<file path="config.mk">
export PLATFORM = sky130hd
export DESIGN_NAME = char_deque_with_case_count_top
export DESIGN_NICKNAME = d
export VERILOG_FILES = /design/src/rtl/core/cdq_pkg.sv /design/src/rtl/core/cdq_ring.sv /design/src/rtl/core/char_deque_with_case_count_top.sv
export VERILOG_INCLUDE_DIRS = /design/src /design/src/rtl/core
export SDC_FILE = /design/constraint.sdc
export NUM_CORES = 1
export LEC_CHECK = 0
export ABC_AREA = 0
export BUFFER_PORTS_ARGS = -buffer_cell sky130_fd_sc_hd__buf_2
export CORE_ASPECT_RATIO = 1.25
export CORE_MARGIN = 5
export CORE_UTILIZATION = 45
export DETAILED_ROUTE_END_ITERATION = 12
export PLACE_DENSITY_LB_ADDON = 0.25
export SLEW_MARGIN = 20
export SYNTH_ARGS = -nofsm -noshare
export SYNTH_HDL_FRONTEND = slang
export SYNTH_SLANG_ARGS = --single-unit
</file>
<file path="constraint.sdc">
create_clock -name i_clk -period 5.31 [get_ports i_clk]
set_input_delay 1.062 -clock i_clk [delete_from_list [all_inputs] [get_ports i_clk]]
set_output_delay 1.062 -clock i_clk [all_outputs]
set_load 0.01 [all_outputs]
</file>
<file path="src/rtl/core/assert_macros.svh">
// Assertion helpers; the bodies are empty when SYNTH is defined.
`ifndef ASSERT_MACROS_SVH
`define ASSERT_MACROS_SVH

`ifndef SYNTH
`define ASSERT_IMP(lbl, ante, cons) \
    lbl: assert property (@(posedge i_clk) disable iff (!i_rst_n) (ante) |-> (cons)) \
        else $error("assertion failed");
`define ASSERT_NXT(lbl, ante, cons) \
    lbl: assert property (@(posedge i_clk) disable iff (!i_rst_n) (ante) |=> (cons)) \
        else $error("assertion failed");
`else
`define ASSERT_IMP(lbl, ante, cons)
`define ASSERT_NXT(lbl, ante, cons)
`endif

`endif

</file>
<file path="src/rtl/core/cdq_pkg.sv">
package cdq_pkg;

    localparam int DEPTH  = 64;
    localparam int ADDR_W = $clog2(DEPTH);
    localparam int CNT_W  = $clog2(DEPTH + 1);
    localparam int SUM_W  = ADDR_W + 1;
    localparam int CHAR_W = 8;
    localparam int OP_W   = 3;
    localparam int TOT_W  = 7;

    localparam logic [CHAR_W-1:0] LOWER_FIRST = 8'h61;
    localparam logic [CHAR_W-1:0] LOWER_LAST  = 8'h7A;
    localparam logic [CHAR_W-1:0] UPPER_FIRST = 8'h41;
    localparam logic [CHAR_W-1:0] UPPER_LAST  = 8'h5A;

    typedef enum logic [OP_W-1:0] {
        OP_PUSH_FRONT = 3'd0,
        OP_PUSH_BACK  = 3'd1,
        OP_POP_FRONT  = 3'd2,
        OP_POP_BACK   = 3'd3,
        OP_REPORT     = 3'd4
    } t_op;

    // request held in the input register
    typedef struct packed {
        logic              vld;
        t_op               op;
        logic [CHAR_W-1:0] chr;
    } t_req;

    // outcome of the ring step, registered beside the read data
    typedef struct packed {
        logic              vld;
        logic              push_ok;
        logic              pop_ok;
        logic              empty;
        logic              full;
        logic [CHAR_W-1:0] chr;
    } t_ring_res;

    function automatic logic is_lower(input logic [CHAR_W-1:0] c);
        return (c >= LOWER_FIRST) && (c <= LOWER_LAST);
    endfunction

    function automatic logic is_upper(input logic [CHAR_W-1:0] c);
        return (c >= UPPER_FIRST) && (c <= UPPER_LAST);
    endfunction

    // low TOT_W bits of a count, zero-extended first for small depths
    function automatic logic [TOT_W-1:0] to_total(input logic [CNT_W-1:0] cnt);
        logic [CNT_W+TOT_W-1:0] wide;
        wide = {{TOT_W{1'b0}}, cnt};
        return wide[TOT_W-1:0];
    endfunction

endpackage

</file>
<file path="src/rtl/core/cdq_ring.sv">
module cdq_ring (
    input  logic                       i_clk,
    input  logic                       i_rst_n,
    input  logic                       i_en,
    input  cdq_pkg::t_req              i_req,
    output cdq_pkg::t_ring_res         o_res,
    output logic [cdq_pkg::CHAR_W-1:0] o_rd_data
);

    logic [cdq_pkg::CHAR_W-1:0] mem [cdq_pkg::DEPTH];

    logic [cdq_pkg::ADDR_W-1:0] r_head, n_head;
    logic [cdq_pkg::CNT_W-1:0]  r_fill, n_fill;
    cdq_pkg::t_ring_res         r_res, n_res;
    logic [cdq_pkg::CHAR_W-1:0] r_rd;

    logic [cdq_pkg::ADDR_W-1:0] w_addr;
    logic                       w_wr, w_rd;
    logic [cdq_pkg::ADDR_W-1:0] w_head_dec, w_head_inc, w_back, w_last;
    logic [cdq_pkg::SUM_W-1:0]  w_sum, w_sum_m1, w_back_w, w_last_w;
    logic                       w_full, w_empty;

    assign w_full  = (r_fill == cdq_pkg::CNT_W'(cdq_pkg::DEPTH));
    assign w_empty = (r_fill == '0);

    assign w_head_dec = (r_head == '0) ? cdq_pkg::ADDR_W'(cdq_pkg::DEPTH - 1)
                                       : r_head - 1'b1;
    assign w_head_inc = (r_head == cdq_pkg::ADDR_W'(cdq_pkg::DEPTH - 1)) ? '0
                                       : r_head + 1'b1;

    // head + fill stays below 2*DEPTH: one compare and subtract wraps it
    assign w_sum    = cdq_pkg::SUM_W'(r_head) + cdq_pkg::SUM_W'(r_fill);
    assign w_sum_m1 = w_sum - 1'b1;
    assign w_back_w = (w_sum >= cdq_pkg::SUM_W'(cdq_pkg::DEPTH))
                    ? w_sum - cdq_pkg::SUM_W'(cdq_pkg::DEPTH) : w_sum;
    assign w_last_w = (w_sum_m1 >= cdq_pkg::SUM_W'(cdq_pkg::DEPTH))
                    ? w_sum_m1 - cdq_pkg::SUM_W'(cdq_pkg::DEPTH) : w_sum_m1;
    assign w_back   = w_back_w[cdq_pkg::ADDR_W-1:0];
    assign w_last   = w_last_w[cdq_pkg::ADDR_W-1:0];

    always_comb begin
        n_head      = r_head;
        n_fill      = r_fill;
        w_addr      = r_head;
        w_wr        = 1'b0;
        w_rd        = 1'b0;
        n_res       = '0;
        n_res.vld   = i_req.vld;
        n_res.chr   = i_req.chr;
        if (i_req.vld) begin
            unique case (i_req.op)
                cdq_pkg::OP_PUSH_FRONT: begin
                    if (w_full) begin
                        n_res.full = 1'b1;
                    end else begin
                        w_addr        = w_head_dec;
                        n_head        = w_head_dec;
                        n_fill        = r_fill + 1'b1;
                        w_wr          = 1'b1;
                        n_res.push_ok = 1'b1;
                    end
                end
                cdq_pkg::OP_PUSH_BACK: begin
                    if (w_full) begin
                        n_res.full = 1'b1;
                    end else begin
                        w_addr        = w_back;
                        n_fill        = r_fill + 1'b1;
                        w_wr          = 1'b1;
                        n_res.push_ok = 1'b1;
                    end
                end
                cdq_pkg::OP_POP_FRONT: begin
                    if (w_empty) begin
                        n_res.empty = 1'b1;
                    end else begin
                        w_addr       = r_head;
                        n_head       = w_head_inc;
                        n_fill       = r_fill - 1'b1;
                        w_rd         = 1'b1;
                        n_res.pop_ok = 1'b1;
                    end
                end
                cdq_pkg::OP_POP_BACK: begin
                    if (w_empty) begin
                        n_res.empty = 1'b1;
                    end else begin
                        w_addr       = w_last;
                        n_fill       = r_fill - 1'b1;
                        w_rd         = 1'b1;
                        n_res.pop_ok = 1'b1;
                    end
                end
                default: ;  // report and unused codes leave the ring alone
            endcase
        end
    end

    always_ff @(posedge i_clk) begin
        if (!i_rst_n) begin
            r_head    <= '0;
            r_fill    <= '0;
            r_res.vld <= 1'b0;
        end else if (i_en) begin
            r_head    <= n_head;
            r_fill    <= n_fill;
            r_res.vld <= n_res.vld;
        end
        if (i_en) begin
            r_res.push_ok <= n_res.push_ok;
            r_res.pop_ok  <= n_res.pop_ok;
            r_res.empty   <= n_res.empty;
            r_res.full    <= n_res.full;
            r_res.chr     <= n_res.chr;
        end
    end

    // single-port store: one write or one registered read per enabled cycle
    always_ff @(posedge i_clk) begin
        if (i_en && w_wr) begin
            mem[w_addr] <= i_req.chr;
        end
        if (i_en && w_rd) begin
            r_rd <= mem[w_addr];
        end
    end

    assign o_res     = r_res;
    assign o_rd_data = r_rd;

endmodule

</file>
<file path="src/rtl/core/char_deque_with_case_count_top.sv">
// A request accepted into the input register passes the ring-step register, then the result register.
// Throughput: one request per cycle while the result is taken; the store's single port and its read register
//   set the depth of the three-stage pipe (input, ring step, result).
// Reset (synchronous, i_rst_n low): pointers, fill level, letter counts and all
//   valid flags clear; the character store itself is not cleared.
`include "assert_macros.svh"

module char_deque_with_case_count_top (
    input  logic        i_clk,
    input  logic        i_rst_n,
    // request channel
    input  logic        i_s_axis_tvalid,
    output logic        o_s_axis_tready,
    input  logic [15:0] i_s_axis_tdata,  // [2:0] op, [10:3] char_in, [15:11] zero
    // result channel
    output logic        o_m_axis_tvalid,
    input  logic        i_m_axis_tready,
    output logic [23:0] o_m_axis_tdata   // [7:0] char_out, [8] was_empty, [9] was_full,
                                         // [16:10] lower_total, [23:17] upper_total
);

    // Whole pipe moves together; it stops only while a finished result waits.
    logic w_en;

    cdq_pkg::t_req              r_s1;
    cdq_pkg::t_ring_res         w_res;
    logic [cdq_pkg::CHAR_W-1:0] w_rd_data;

    // result register
    logic                       r_out_vld;
    logic [cdq_pkg::CHAR_W-1:0] r_out_chr, n_out_chr;
    logic                       r_out_empty, r_out_full;

    // letters currently held; updated as each request leaves the ring stage
    logic [cdq_pkg::CNT_W-1:0]  r_lower, n_lower;
    logic [cdq_pkg::CNT_W-1:0]  r_upper, n_upper;
    logic [cdq_pkg::CNT_W:0]    w_held_sum;

    assign w_en            = !r_out_vld || i_m_axis_tready;
    assign o_s_axis_tready = w_en;

    // stage 1: input register
    always_ff @(posedge i_clk) begin
        if (!i_rst_n) begin
            r_s1.vld <= 1'b0;
        end else if (w_en) begin
            r_s1.vld <= i_s_axis_tvalid;
        end
        if (w_en) begin
            r_s1.op  <= cdq_pkg::t_op'(i_s_axis_tdata[cdq_pkg::OP_W-1:0]);
            r_s1.chr <= i_s_axis_tdata[cdq_pkg::OP_W +: cdq_pkg::CHAR_W];
        end
    end

    // stage 2: pointer update and store access
    cdq_ring u_ring (
        .i_clk     (i_clk),
        .i_rst_n   (i_rst_n),
        .i_en      (w_en),
        .i_req     (r_s1),
        .o_res     (w_res),
        .o_rd_data (w_rd_data)
    );

    // stage 3: letter counts follow the pushed or popped byte
    always_comb begin
        n_lower   = r_lower;
        n_upper   = r_upper;
        n_out_chr = '0;
        if (w_res.vld && w_res.push_ok) begin
            if (cdq_pkg::is_lower(w_res.chr)) begin
                n_lower = r_lower + 1'b1;
            end else if (cdq_pkg::is_upper(w_res.chr)) begin
                n_upper = r_upper + 1'b1;
            end
        end else if (w_res.vld && w_res.pop_ok) begin
            n_out_chr = w_rd_data;
            if (cdq_pkg::is_lower(w_rd_data) && (r_lower != '0)) begin
                n_lower = r_lower - 1'b1;
            end else if (cdq_pkg::is_upper(w_rd_data) && (r_upper != '0)) begin
                n_upper = r_upper - 1'b1;
            end
        end
    end

    always_ff @(posedge i_clk) begin
        if (!i_rst_n) begin
            r_out_vld <= 1'b0;
            r_lower   <= '0;
            r_upper   <= '0;
        end else if (w_en) begin
            r_out_vld <= w_res.vld;
            r_lower   <= n_lower;
            r_upper   <= n_upper;
        end
    end

    always_ff @(posedge i_clk) begin
        if (w_en) begin
            r_out_chr   <= n_out_chr;
            r_out_empty <= w_res.empty;
            r_out_full  <= w_res.full;
        end
    end

    assign o_m_axis_tvalid = r_out_vld;
    assign o_m_axis_tdata  = {cdq_pkg::to_total(r_upper),
                              cdq_pkg::to_total(r_lower),
                              r_out_full,
                              r_out_empty,
                              r_out_chr};

    assign w_held_sum = (cdq_pkg::CNT_W + 1)'(r_lower) + (cdq_pkg::CNT_W + 1)'(r_upper);

    // a request is never both refused as full and found empty
    `ASSERT_IMP(a_flags_excl, r_out_vld, !(r_out_empty && r_out_full))
    // an empty pop returns a zero byte
    `ASSERT_IMP(a_empty_zero, r_out_vld && r_out_empty, r_out_chr == '0)
    // letters held never exceed the store size
    `ASSERT_IMP(a_held_bound, 1'b1, w_held_sum <= (cdq_pkg::CNT_W + 1)'(cdq_pkg::DEPTH))
    // a refused pop, when the pipe moves, shows as a valid empty result in the next cycle
    `ASSERT_NXT(a_empty_next, w_en && w_res.vld && w_res.empty, r_out_vld && r_out_empty)

endmodule
</file>
==> flow_summary.json <==
{
  "vias": 16000,
  "clockBufferDepth": 3,
  "p_int_w": 0.00764,
  "ir_worst_vdd_uv": 292,
  "cts_max_level": 2,
  "layout_commonest_cell": "edfxtp_1",
  "critPathCapture": "u_ring.mem[10][4]",
  "drcViolationCount": 0,
  "post-place-ws_ns": 0.664,
  "cts-resized-gates": 0,
  "reg2reg_depth": 12,
  "final_nets": 2067,
  "cts-buffers-inserted": 56,
  "start_util": 0.451,
  "netSwitchingPower_w": 0.00218,
  "synth-edff-count": 553,
  "r2r_setup_slack_ns": 0.52,
  "grt_pass1_wl_um": 93500,
  "synthMuxAreaShare": 0.0231,
  "grt_max_degree": 66,
  "grt_pass1_vias": 15500,
  "cp.arrival_ns": 5.12,
  "r2r_start": "u_ring.r_fill[0]",
  "layout_common_cells": "edfxtp_1 (553), nand2_1 (400), nand3_1 (132), buf_4 (116), nor2_1 (101)",
  "endpoint_kind": "register",
  "ant_nets": 0,
  "rsz0062_at_grt": "false",
  "p_clk_frac": 0.413,
  "hold_buffers": 0,
  "hold_violations": 0,
  "coreArea_sq_mm": 0.0547,
  "synth_fp_nets": 1962,
  "yosysWarningCount": 0,
  "clk_latency_ns": 0.62,
  "synth_top_family_by_area": "simple AND/OR/NAND/NOR gates",
  "synth_area_per_cell_sq_um": 12.9,
  "finalSetupViolations": 0,
  "crit_path_start_kind": "register",
  "postCtsSetupRepairBufs": 0,
  "drt-initial-drc-count": 1501,
  "worst_hold_path_type": "register to register",
  "synth-xor-area-share": 0.00958,
  "rows": 96,
  "p_leak_nw": 10.0,
  "routed_wl_um": 61800,
  "cts_sinks": 583,
  "seqPwrFrac": 0.518,
  "cts.clk_slew.worst_paths_ns": 0.06,
  "io_pins": 46,
  "die_h_um": 272,
  "swShare": 0.222,
  "grt_overflow": 0,
  "worst_pin_slew_ns": 1.19,
  "worstSetupStartpoint": "u_ring.r_fill[0]",
  "cts_tree": "done",
  "synth_area_sq_mm": 0.0247,
  "synth_compound_area_frac": 0.0954,
  "relSlewSlack": 0.208,
  "fin_setup_tns_ns": 0,
  "synth_flop_cell": "edfxtp_1",
  "yosysUniqueCellTypes": 65,
  "finalWeightedCongestion": 0.869,
  "portBuffers": 40,
  "fin_hold_ws_ns": 0.417,
  "ys_seq_area_frac": 0.697,
  "r2r-end": "u_ring.mem[10][4]",
  "cap_violations": 0,
  "p_comb_frac": 0.069,
  "dr.pass1.iters": 6,
  "synth_adder_area_share": 0.0149,
  "grtUsageTotal": 0.203,
  "setup_ws_ns": 0.520,
  "area_growth_pct": 14.0,
  "fmax_mhz": 209,
  "yosys_register_bits": 583,
  "period_share": 0.902,
  "status": "finished clean",
  "maxSlewViolCount": 0,
  "viasPerCell": 5.69,
  "wl_per_cell_um": 22.0,
  "dieArea_sq_mm": 0.0596,
  "cts-root-buf": "clkbuf_16",
  "worstPathRequired_ns": 5.64,
  "async_flop_share": 0,
  "synthCells": 1915,
  "dp_hpwl_um": 38800,
  "antenna_found_initial": 1,
  "path_class": "register to register",
  "finClkSkew_ns": 0.0214,
  "die_width_um": 219,
  "powerDensity_mw_per_mm2": 349,
  "synth_simple_gate_area_frac": 0.134,
  "min_period_ns": 4.79,
  "fin_util": 0.515,
  "cp_max_fo": 9,
  "layout-drive-gt1-share": 0.128
}
-- worst max-delay path, stage by stage (launching register included) --
cell and delay [ns]:
dfxtp_1 0.47, ha_1 0.22, inv_1 0.05, fa_1 0.38, xnor2_1 0.24, a2111oi_2 0.48, nand4_1 0.13, nor3b_1 0.17
o22ai_1 0.91, nand2b_1 0.43, nand2b_1 0.43, nor2_1 0.37, buf_4 0.22
-- power by group through the flow --
stage / combinational, W / sequential, W / clock, W
after floorplan: 0.000386 / 0.00521 / 0
after global placement: 0.000654 / 0.00519 / 0
after detailed placement: 0.000665 / 0.00519 / 0
after CTS: 0.000667 / 0.00509 / 0.00412
after global routing: 0.000724 / 0.00509 / 0.00431
final: 0.000673 / 0.00509 / 0.00405
-- per-stage QoR --
| step | cell area [sq um] | cells | power (W) |
|---|---|---|---|
| final | 28100 | 2803 | 0.00981 |
| after global routing | 28100 | 2802 | 0.0101 |
| after CTS | 28100 | 2801 | 0.00987 |
| after detailed placement | 26200 | 2696 | 0.00585 |
| after global placement | 26200 | 2696 | 0.00584 |
| after floorplan | 24700 | 1915 | 0.00560 |
-- final cells by class --
type                       count  area [sq um]
clock buffer                  66          1480
multi-input combinational   1200          6870
fill                        4601         26500
timing repair buffer         163          1210
tap                          735           920
sequential                   583         17200
clock inverter                39           394
inverter                      16          60.1
antenna                        1          2.50
-- worst min path at each step --
stage                    start           to  depth (start not counted)
2_1_floorplan  u_ring.o_res[9]  r_out_empty                          0
3_3_place_gp   u_ring.o_res[8]   r_out_full                          0
4_1_cts        u_ring.o_res[8]   r_out_full                          0
6_report       u_ring.o_res[8]   r_out_full                          0
3_5_place_dp   u_ring.o_res[8]   r_out_full                          0
5_1_grt        u_ring.o_res[9]  r_out_empty                          0
-- routing by layer --
metal | vias to the layer above | GRT usage | wire length [um]
met1 | 7883 | 0.259 | 24400
li1 | 7373 | - | -
met4 | 0 | 0.0787 | 2610
met2 | 559 | 0.350 | 31100
met3 | 139 | 0.0313 | 3640
met5 | - | 0 | 0
-- cell usage after synthesis (4+ instances only) --
| library cell | instances | area [sq um] |
|---|---|---|
| edfxtp_1 | 553 | 16600 |
| nand2_1 | 401 | 1510 |
| nand3_1 | 132 | 661 |
| nor2_1 | 101 | 379 |
| a21oi_1 | 83 | 415 |
| clkbuf_1 | 58 | 218 |
| mux2i_1 | 57 | 571 |
| o21ai_0 | 45 | 225 |
| a311oi_1 | 40 | 350 |
| buf_2 | 39 | 195 |
| dfxtp_1 | 30 | 601 |
| a21boi_0 | 29 | 218 |
| a32oi_1 | 28 | 245 |
| a211oi_1 | 24 | 180 |
| ha_1 | 23 | 288 |
| nor3_1 | 22 | 110 |
| a31oi_1 | 19 | 119 |
| nor2b_1 | 19 | 119 |
| inv_1 | 16 | 60.1 |
| xnor2_1 | 16 | 140 |
| and2_1 | 15 | 93.8 |
| nand4_1 | 14 | 87.6 |
| a21o_1 | 11 | 82.6 |
| xor2_1 | 11 | 96.3 |
| buf_6 | 9 | 101 |
| or3_1 | 8 | 50.1 |
| a221o_1 | 7 | 70.1 |
| nand2b_1 | 7 | 43.8 |
| nand3b_1 | 7 | 52.6 |
| a2111o_1 | 6 | 67.6 |
| a211o_1 | 6 | 52.6 |
| buf_1 | 5 | 18.8 |
| buf_4 | 5 | 37.5 |
| o22ai_1 | 5 | 31.3 |
| or2_2 | 5 | 31.3 |
| a22oi_1 | 4 | 30.0 |
| fa_1 | 4 | 80.1 |
| o21a_1 | 4 | 30.0 |
| o21ai_1 | 4 | 20.0 |
| o21bai_1 | 4 | 30.0 |
| or4_1 | 4 | 30.0 |
-- cells by family after synthesis --
logic type      count (synthesis)
fa+ha+maj                      27
simple gates                  751
flops                         583
buf+inv                       132
xor+xnor                       27
compound gates                338
mux                            57
-- state kept, by name, summed over array words and instances, names as in the netlist --
| register | flops |
|---|---|
| u_ring.r_fill | 7 |
| r_out_full | 1 |
| o_m_axis_tvalid | 1 |
| r_out_chr | 8 |
| u_ring.o_rd_data | 8 |
| r_lower | 7 |
| r_out_empty | 1 |
| r_upper | 7 |
| u_ring.mem | 512 |
| u_ring.r_head | 6 |
| r_s1 | 12 |
| u_ring.o_res | 13 |
Power figures use the tool's default switching activity.
